**config.mk**
```make
export PLATFORM = sky130hd
export DESIGN_NAME = utf8_to_utf16_transcoder_flat
export DESIGN_NICKNAME = d
export VERILOG_FILES = /design/src/rtl/u8u16_pkg.sv /design/src/rtl/u8u16_in_if.sv /design/src/rtl/u8u16_out_if.sv /design/src/rtl/utf8_to_utf16_transcoder.sv /design/src/flat_wrapper.sv
export SDC_FILE = /design/constraint.sdc
export NUM_CORES = 1
export LEC_CHECK = 0
export ABC_AREA = 1
export BUFFER_PORTS_ARGS = -buffer_cell sky130_fd_sc_hd__buf_2
export CAP_MARGIN = 5
export CORE_MARGIN = 2
export CORE_UTILIZATION = 45
export CTS_CLUSTER_SIZE = 16
export DETAILED_ROUTE_END_ITERATION = 12
export GPL_ROUTABILITY_DRIVEN = 0
export HOLD_SLACK_MARGIN = 0.12
export MAX_ROUTING_LAYER = met4
export PLACE_DENSITY_LB_ADDON = 0.08
export REMOVE_ABC_BUFFERS = 1
export SETUP_SLACK_MARGIN = 0.05
export SLEW_MARGIN = 20
export SYNTH_ARGS = -nofsm -noshare
export SYNTH_HDL_FRONTEND = slang
export SYNTH_SLANG_ARGS = --single-unit
```
**constraint.sdc**
```tcl
create_clock -name clk -period 4.6 [get_ports clk]
set_clock_uncertainty 0.15 [all_clocks]
set_input_delay 0.92 -clock clk [delete_from_list [all_inputs] [get_ports clk]]
set_output_delay 0.92 -clock clk [all_outputs]
set_load 0.02 [all_outputs]
```
**src/rtl/u8u16_pkg.sv**
```systemverilog
// Package: shared types, constants and the code point to UTF-16 mapping.
`default_nettype none

package u8u16_pkg;

	// Lead byte boundaries
	localparam logic [7:0] LEAD2_MIN = 8'hC0;
	localparam logic [7:0] LEAD3_MIN = 8'hE0;
	localparam logic [7:0] LEAD4_MIN = 8'hF0;

	// Continuation bytes carry six payload bits
	localparam int unsigned CONT_BITS = 6;
	localparam int unsigned CP_W      = 21;

	localparam logic [CP_W-1:0] BMP_MAX    = 21'h00FFFF;
	localparam logic [CP_W-1:0] MAX_CP     = 21'h10FFFF;
	localparam logic [CP_W-1:0] PLANE1_BASE = 21'h010000;

	localparam logic [15:0] SUR_HIGH    = 16'hD800;
	localparam logic [15:0] SUR_LOW     = 16'hDC00;
	localparam logic [15:0] REPLACEMENT = 16'hFFFD;

	// One result unit
	typedef struct packed {
		logic [15:0] unit;
		logic        last_of_run;
		logic        out_of_range;
	} unit_item_t;

	// Results of one finished code point
	typedef struct packed {
		logic       pair;
		unit_item_t first;
		unit_item_t second;
	} emit_t;

	// Map a code point to one unit, a surrogate pair or the replacement unit
	function automatic emit_t emit_cp(input logic [CP_W-1:0] cp);
		emit_t           e;
		logic [CP_W-1:0] v;
		v = cp - PLANE1_BASE;
		e.pair                = 1'b0;
		e.first.unit          = cp[15:0];
		e.first.last_of_run   = 1'b1;
		e.first.out_of_range  = 1'b0;
		e.second.unit         = SUR_LOW | {6'b0, v[9:0]};
		e.second.last_of_run  = 1'b1;
		e.second.out_of_range = 1'b0;
		if (cp > MAX_CP) begin
			e.first.unit         = REPLACEMENT;
			e.first.out_of_range = 1'b1;
		end else if (cp > BMP_MAX) begin
			e.pair              = 1'b1;
			e.first.unit        = SUR_HIGH | {6'b0, v[19:10]};
			e.first.last_of_run = 1'b0;
		end
		return e;
	endfunction

endpackage

`default_nettype wire

```
**src/rtl/u8u16_in_if.sv**
```systemverilog
// Interface: UTF-8 byte channel.
`default_nettype none

interface u8u16_in_if;
	logic       valid;
	logic       ready;
	logic [7:0] data_byte;
	logic       end_of_string;

	modport source (output valid, output data_byte, output end_of_string, input ready);
	modport sink   (input valid, input data_byte, input end_of_string, output ready);
endinterface

`default_nettype wire

```
**src/rtl/u8u16_out_if.sv**
```systemverilog
// Interface: UTF-16 code unit channel.
`default_nettype none

interface u8u16_out_if;
	logic        valid;
	logic        ready;
	logic [15:0] unit;
	logic        last_of_run;
	logic        out_of_range;

	modport source (output valid, output unit, output last_of_run, output out_of_range,
		input ready);
	modport sink   (input valid, input unit, input last_of_run, input out_of_range,
		output ready);
endinterface

`default_nettype wire

```
**src/rtl/utf8_to_utf16_transcoder.sv**
```systemverilog
// Top level: UTF-8 byte stream to UTF-16 code unit stream.
`default_nettype none

// Accepts one UTF-8 byte per cycle on utf8 and delivers UTF-16 units on utf16.
// A byte is registered, decoded against the open sequence in the next cycle,
// and a finished code point is loaded into the result register once its
// units fit there, so its first unit is offered from that register and
// leaves when utf16 is ready. The result side holds two units, the shown
// one and one queued behind it: a code point from 0x10000 to 0x10FFFF gives
// a surrogate pair (high unit first, last_of_run low on it), and a
// single unit may queue behind a waiting low surrogate. A steady byte stream
// is therefore taken at one byte per cycle while utf16 keeps up; the input
// stalls only when the units of a finished code point do not fit in the
// slots left free after this cycle's transfer. Code points above 0x10FFFF
// come out as 0xFFFD with out_of_range set. end_of_string on a byte that
// leaves a sequence unfinished drops that sequence silently. Continuation
// bytes are not checked; only their low six bits are used.
module utf8_to_utf16_transcoder
	import u8u16_pkg::*;
(
	input  wire          clk,
	input  wire          arst_n,
	u8u16_in_if.sink     utf8,
	u8u16_out_if.source  utf16
);

	// Input register
	logic            valid_s1;
	logic [7:0]      byte_s1;
	logic            eos_s1;

	// Decoder state
	logic [CP_W-1:0] partial_q;
	logic [1:0]      remain_q;

	// Result register and the unit queued behind it
	logic            out_vld_q;
	unit_item_t      out_q;
	logic            pend_vld_q;
	unit_item_t      pend_q;

	logic            emit_req;
	logic [CP_W-1:0] cp_c;
	logic [CP_W-1:0] partial_d;
	logic [1:0]      remain_d;
	logic [CP_W-1:0] shifted;
	emit_t           emit_c;
	logic            out_xfer;
	logic            head_free;
	logic            load_ok;
	logic            adv;

	// Decode the registered byte against the open sequence
	assign shifted = {partial_q[CP_W-1-CONT_BITS:0], byte_s1[CONT_BITS-1:0]};

	always_comb begin
		emit_req  = 1'b0;
		cp_c      = {13'b0, byte_s1};
		partial_d = partial_q;
		remain_d  = remain_q;
		if (remain_q == 2'd0) begin
			if (byte_s1 < LEAD2_MIN) begin
				emit_req  = 1'b1;
				partial_d = '0;
			end else if (byte_s1 < LEAD3_MIN) begin
				partial_d = {16'b0, byte_s1[4:0]};
				remain_d  = 2'd1;
			end else if (byte_s1 < LEAD4_MIN) begin
				partial_d = {17'b0, byte_s1[3:0]};
				remain_d  = 2'd2;
			end else begin
				partial_d = {18'b0, byte_s1[2:0]};
				remain_d  = 2'd3;
			end
		end else begin
			remain_d = remain_q - 2'd1;
			if (remain_d == 2'd0) begin
				emit_req  = 1'b1;
				cp_c      = shifted;
				partial_d = '0;
			end else begin
				partial_d = shifted;
			end
		end
		// Drop an unfinished sequence at the end of the string
		if (!emit_req && eos_s1) begin
			partial_d = '0;
			remain_d  = 2'd0;
		end
	end

	assign emit_c = emit_cp(cp_c);

	// Handshake: take a code point when its units fit after this cycle's transfer
	assign out_xfer   = out_vld_q && utf16.ready;
	assign head_free  = !out_vld_q || (out_xfer && !pend_vld_q);
	assign load_ok    = head_free || (!emit_c.pair && (!pend_vld_q || out_xfer));
	assign adv        = valid_s1 && (!emit_req || load_ok);
	assign utf8.ready = !valid_s1 || adv;

	// Input register
	always_ff @(posedge clk or negedge arst_n) begin
		if (!arst_n) begin
			valid_s1 <= 1'b0;
		end else if (utf8.ready) begin
			valid_s1 <= utf8.valid;
		end
	end

	always_ff @(posedge clk) begin
		if (utf8.ready && utf8.valid) begin
			byte_s1 <= utf8.data_byte;
			eos_s1  <= utf8.end_of_string;
		end
	end

	// Advance the decoder state
	always_ff @(posedge clk or negedge arst_n) begin
		if (!arst_n) begin
			partial_q <= '0;
			remain_q  <= 2'd0;
		end else if (adv) begin
			partial_q <= partial_d;
			remain_q  <= remain_d;
		end
	end

	// Result register control
	always_ff @(posedge clk or negedge arst_n) begin
		if (!arst_n) begin
			out_vld_q  <= 1'b0;
			pend_vld_q <= 1'b0;
		end else if (adv && emit_req) begin
			out_vld_q  <= 1'b1;
			pend_vld_q <= head_free ? emit_c.pair : 1'b1;
		end else if (out_xfer) begin
			out_vld_q  <= pend_vld_q;
			pend_vld_q <= 1'b0;
		end
	end

	// Result payload: load a new code point, queue it behind, or shift up
	always_ff @(posedge clk) begin
		if (adv && emit_req) begin
			if (head_free) begin
				out_q  <= emit_c.first;
				pend_q <= emit_c.second;
			end else begin
				pend_q <= emit_c.first;
				if (out_xfer) begin
					out_q <= pend_q;
				end
			end
		end else if (out_xfer && pend_vld_q) begin
			out_q <= pend_q;
		end
	end

	assign utf16.valid        = out_vld_q;
	assign utf16.unit         = out_q.unit;
	assign utf16.last_of_run  = out_q.last_of_run;
	assign utf16.out_of_range = out_q.out_of_range;

`ifndef SYNTH
	// A queued unit always sits behind a shown unit
	a_pend_behind_out: assert property (@(posedge clk) disable iff (!arst_n)
		pend_vld_q |-> out_vld_q)
		else $error("pending unit without a shown unit");

	// A shown high surrogate always has its low half waiting
	a_high_has_low: assert property (@(posedge clk) disable iff (!arst_n)
		(out_vld_q && !out_q.last_of_run) |-> pend_vld_q)
		else $error("high surrogate without its low half");

	// No sequence stays open after the last byte of a string
	a_eos_closes: assert property (@(posedge clk) disable iff (!arst_n)
		(adv && eos_s1) |=> (remain_q == 2'd0))
		else $error("sequence still open after end of string");

	// Gathered bits are cleared whenever no sequence is open
	a_idle_clear: assert property (@(posedge clk) disable iff (!arst_n)
		(remain_q == 2'd0) |-> (partial_q == '0))
		else $error("partial code point left over");
`endif

endmodule

`default_nettype wire
```
**src/flat_wrapper.sv**
```systemverilog
// flat-port wrapper written by rule: the top's interface ports become plain ports
module utf8_to_utf16_transcoder_flat import u8u16_pkg::*;
  (clk, arst_n, utf8_valid, utf8_data_byte, utf8_end_of_string, utf8_ready, utf16_valid, utf16_unit, utf16_last_of_run, utf16_out_of_range, utf16_ready);
  u8u16_in_if utf8_i ();
  u8u16_out_if utf16_i ();
  input  wire clk;
  input  wire arst_n;
  input wire logic [$bits(utf8_i.valid)-1:0] utf8_valid;
  input wire logic [$bits(utf8_i.data_byte)-1:0] utf8_data_byte;
  input wire logic [$bits(utf8_i.end_of_string)-1:0] utf8_end_of_string;
  output wire logic [$bits(utf8_i.ready)-1:0] utf8_ready;
  output wire logic [$bits(utf16_i.valid)-1:0] utf16_valid;
  output wire logic [$bits(utf16_i.unit)-1:0] utf16_unit;
  output wire logic [$bits(utf16_i.last_of_run)-1:0] utf16_last_of_run;
  output wire logic [$bits(utf16_i.out_of_range)-1:0] utf16_out_of_range;
  input wire logic [$bits(utf16_i.ready)-1:0] utf16_ready;
  assign utf8_i.valid = utf8_valid;
  assign utf8_i.data_byte = utf8_data_byte;
  assign utf8_i.end_of_string = utf8_end_of_string;
  assign utf8_ready = utf8_i.ready;
  assign utf16_valid = utf16_i.valid;
  assign utf16_unit = utf16_i.unit;
  assign utf16_last_of_run = utf16_i.last_of_run;
  assign utf16_out_of_range = utf16_i.out_of_range;
  assign utf16_i.ready = utf16_ready;
  utf8_to_utf16_transcoder u_core (.clk(clk), .arst_n(arst_n), .utf8(utf8_i), .utf16(utf16_i));
endmodule
```
==> qor_table.md <==
| Metric | Value | Unit |
| --- | --- | --- |
| Largest stage delay on the critical path | 0.52 | ns |
| Register-to-register setup slack | 1.24 | ns |
| Root buffer cell | clkbuf_8 | - |
| GRT Resource Usage Total | 18.81 | % |
| Dominant cells by area after synthesis | edfxtp_1 (41%), dfrtp_1 (15%), nand2_1 (14%), o21ai_2 (4.3%), o21ai_0 (3.6%) | - |
| Most numerous cell types in the synthesized netlist | nand2_1 (126), edfxtp_1 (45), inv_1 (30) | - |
| Total count of max-transition violations in the final report | 0 | - |
| Initial Utilization | 45.95 | % |
| Drt pass-1 iters | 5 | - |
| Antenna violations before repair | 0 | - |
| Worst IR drop on VDD | 0.2337 | mV |
| Measured slew at the worst slew-check pin | 0.7009 | ns |
| Insertion delay of the later-clocked pin in the worst-skew pair | 0.35 | ns |
| Gates resized, CTS repair | 0 | - |
| Cell depth of the worst flop-to-flop path | 18 | - |
| DRC violation count after routing | 0 | - |
| Cell with the most instances after synthesis | nand2_1 | - |
| Static leakage | 1.557 | nW |
| Required time of the critical path | 3.53 | ns |
| Syn avg cell area | 9.158 | µm² |
| CP Launch Type | register | - |
| Clock buffer count from CTS | 9 | - |
| GR Overflow Total | 0 | - |
| Setup repair after global routing missed its margin | no | - |
| Post-CTS Hold Buffers | 0 | - |
| CTS tree | yes | - |
| Share of synthesized flip-flops with an asynchronous set or reset | 30.77 | % |
| Routed Antenna Nets | 0 | - |
| IO Port Bufs | 32 | - |
| Max cap viols | 0 | - |
| Number of cells traversed by the worst hold path | 2 | - |
| Number of standard cells in the final layout excluding fillers | 497 | - |
| Largest delay share family, worst path | simple AND/OR/NAND/NOR gates | - |
| Core Area | 0.007176 | mm² |
| Chip height | 89.60 | µm |
| Core Rows | 31 | - |
| Via count of the routed design | 2,435 | - |
| Nets | 408 | - |
| Die area | 0.008027 | mm² |
| Count of buffer and inverter cells on the critical path | 3 | - |
| Area added between synthesis and finish | 11.54 | % |
| Pin count of the biggest net entering global routing | 35 | - |
| # fillers | 699 | - |
| CP Capture Type | primary output | - |
| Type of the tightest min-delay check | register to register | - |
| Synthesis Warnings | 0 | - |
| I/O pin count | 33 | - |
| Cell area after synthesis | 0.003297 | mm² |
| Hold Vio Cnt, Final | 0 | - |
| Register bit count reported by yosys | 65 | - |
| Share of final-layout standard cells stronger than drive strength 1 | 20.85 | % |
| Critical setup path kind | register to primary output | - |
| Vias per Instance | 4.899 | - |
| TritonCTS sink count | 65 | - |
| Width of the die | 89.60 | µm |
| Post-CTS Setup Bufs | 0 | - |
| Slowest stage cell on the critical path | dfrtp_1 | - |
| Most Frequent Cell on Critical Path | nand2_4 | - |
| Highest net fanout along the worst path | 16 | - |
| Outcome | finished clean | - |
| Iteration-0 DRC count of the detailed router | 173 | - |
| Portion of the clock cycle consumed by the worst path in the final layout | 82.54 | % |
| Cells after DPL | 481 | - |
| Number of endpoints failing setup at the final stage | 0 | - |
| Register area share after synthesis | 56.17 | % |
| Slew margin rel. | 53.16 | % |
| Global-route wire length before repair | 10.77 | mm |
| Power per cell area | 585.0 | mW/mm² |
| Wire length per cell after detailed routing | 13.35 | µm |
| Diodes inserted | 0 | - |
| EDFF count, synth | 45 | - |
| Critical path depth | 15 | - |
| Vias in the first global route | 2,191 | - |
| Ordered list of cells on the worst path | nand2_4 -> nor2_1 -> inv_1 -> ha_1 -> nand2_1 -> nor2_1 -> nand3_1 -> nor2_1 -> nand3b_1 -> nand2_4 -> inv_4 -> nand2_4 -> nand2_4 -> nand4_1 -> buf_2 | - |
| Most common flop cell mapped by yosys | edfxtp_1 | - |
| Number of distinct library cells after synthesis | 31 | - |
| CTS HTree Levels | 3 | - |
| Yosys top cell area share | 40.99 | % |
| Shortest period the worst path allows | 3.797 | ns |
| Arrival time of the worst setup path | 2.73 | ns |
| Clock-pin slew of the registers on the worst-case setup and hold paths | 0.07 | ns |
| Setup TNS | 0 | ns |
| Synthesized instance count | 360 | - |
| HPWL after detailed placement | 4.968 | mm |
| Aggregate routed wire length | 6.633 | mm |
| Max clock buf depth | 2 | - |
| Fmax | 263.4 | MHz |
| Yosys top cell by area | edfxtp_1 | - |
placed cells by master (no fill, tap or decap), types with 2 or more instances in the layout:
cell / count
buf_2: 32
clkinv_1: 2
nor2_1: 28
o21ai_1: 2
o21ai_0: 24
o22ai_1: 5
buf_4: 2
o211ai_1: 3
nand4_1: 4
inv_2: 2
nand2_4: 6
inv_1: 30
clkbuf_8: 9
nand2_1: 126
nor2_2: 2
xnor2_1: 2
dfrtp_1: 20
clkinv_2: 3
edfxtp_1: 45
nor2_4: 2
nand3_1: 15
nand2_2: 4
o21ai_2: 16
ha_1: 2
a21oi_1: 3
layout make-up:
type | count | area, µm² | share of cell area (%)
sequential | 65 | 1852 | 50.36
multi-input combinational | 249 | 1234 | 33.55
timing repair buffer | 34 | 175.2 | 4.764
inverter | 34 | 130.1 | 3.539
clock buffer | 10 | 127.6 | 3.471
tap | 99 | 123.9 | 3.368
clock inverter | 6 | 35.03 | 0.9527
cells by family after synthesis:
logic type	after synthesis	share of synthesized area, %
buf+inv	46	6.414
compound gates	54	10.47
xor+xnor	2	0.5314
flops	65	56.17
fa+ha+maj	2	0.7589
simple gates	191	25.65
tightest hold or removal path, stage by stage (launching register included):
cell,delay (ns)
dfrtp_1,0.34
nand2_1,0.07
o21ai_2,0.05
routing by layer:
layer / GRT usage [%] / vias up / part of all wire (%)
li1: - / 1247 / -
met1: 24.35 / 1105 / 46
met2: 28.14 / 73 / 47
met3: 4.296 / 10 / 5.4
met4: 8.684 / 0 / 1.6
met5: - / - / 0
final timing paths:
kind / from / to
max: u_core.remain_q[0]$_DFFE_PN0P_ / utf8_ready
min: u_core.partial_q[14]$_DFFE_PN0P_ / u_core.partial_q[14]$_DFFE_PN0P_
max reg2reg: u_core.remain_q[0]$_DFFE_PN0P_ / u_core.utf16.unit[8]$_DFFE_PP_
min reg2reg: u_core.partial_q[14]$_DFFE_PN0P_ / u_core.partial_q[14]$_DFFE_PN0P_
max in group asynchronous: arst_n / u_core.partial_q[5]$_DFFE_PN0P_
min in group asynchronous: arst_n / u_core.pend_vld_q$_DFFE_PN0P_
flip-flops by register name, indices dropped and copies added (netlist names):
register and flops:
u_core.byte_s1 8, u_core.eos_s1 1, u_core.partial_q 15, u_core.pend_q 18
u_core.pend_vld_q 1, u_core.remain_q 2, u_core.utf16.last_of_run 1, u_core.utf16.out_of_range 1
u_core.utf16.unit 16, u_core.utf16.valid 1, u_core.valid_s1 1
metrics by stage:
step	utilization, %	power (W)	setup slack, ns	hold slack (ns)	cell area [µm²]
2_1_floorplan	-	0.001542	1.033	0.3050	3216
3_3_place_gp	48.98	0.001758	1.264	0.3194	3515
3_5_place_dp	48.98	0.001765	1.189	0.3204	3515
4_1_cts	51.25	0.002172	0.8247	0.3384	3677
5_1_grt	51.25	0.002314	0.6081	0.3644	3677
6_report	51.25	0.002151	0.8033	0.3368	3677
where the power goes:
group / internal [W] / switching, W
clock: 0.000191 / 0.000220
combinational: 0.000206 / 0.000543
sequential: 0.000906 / 0.0000854
No activity file was read; power rests on OpenSTA's default activity.
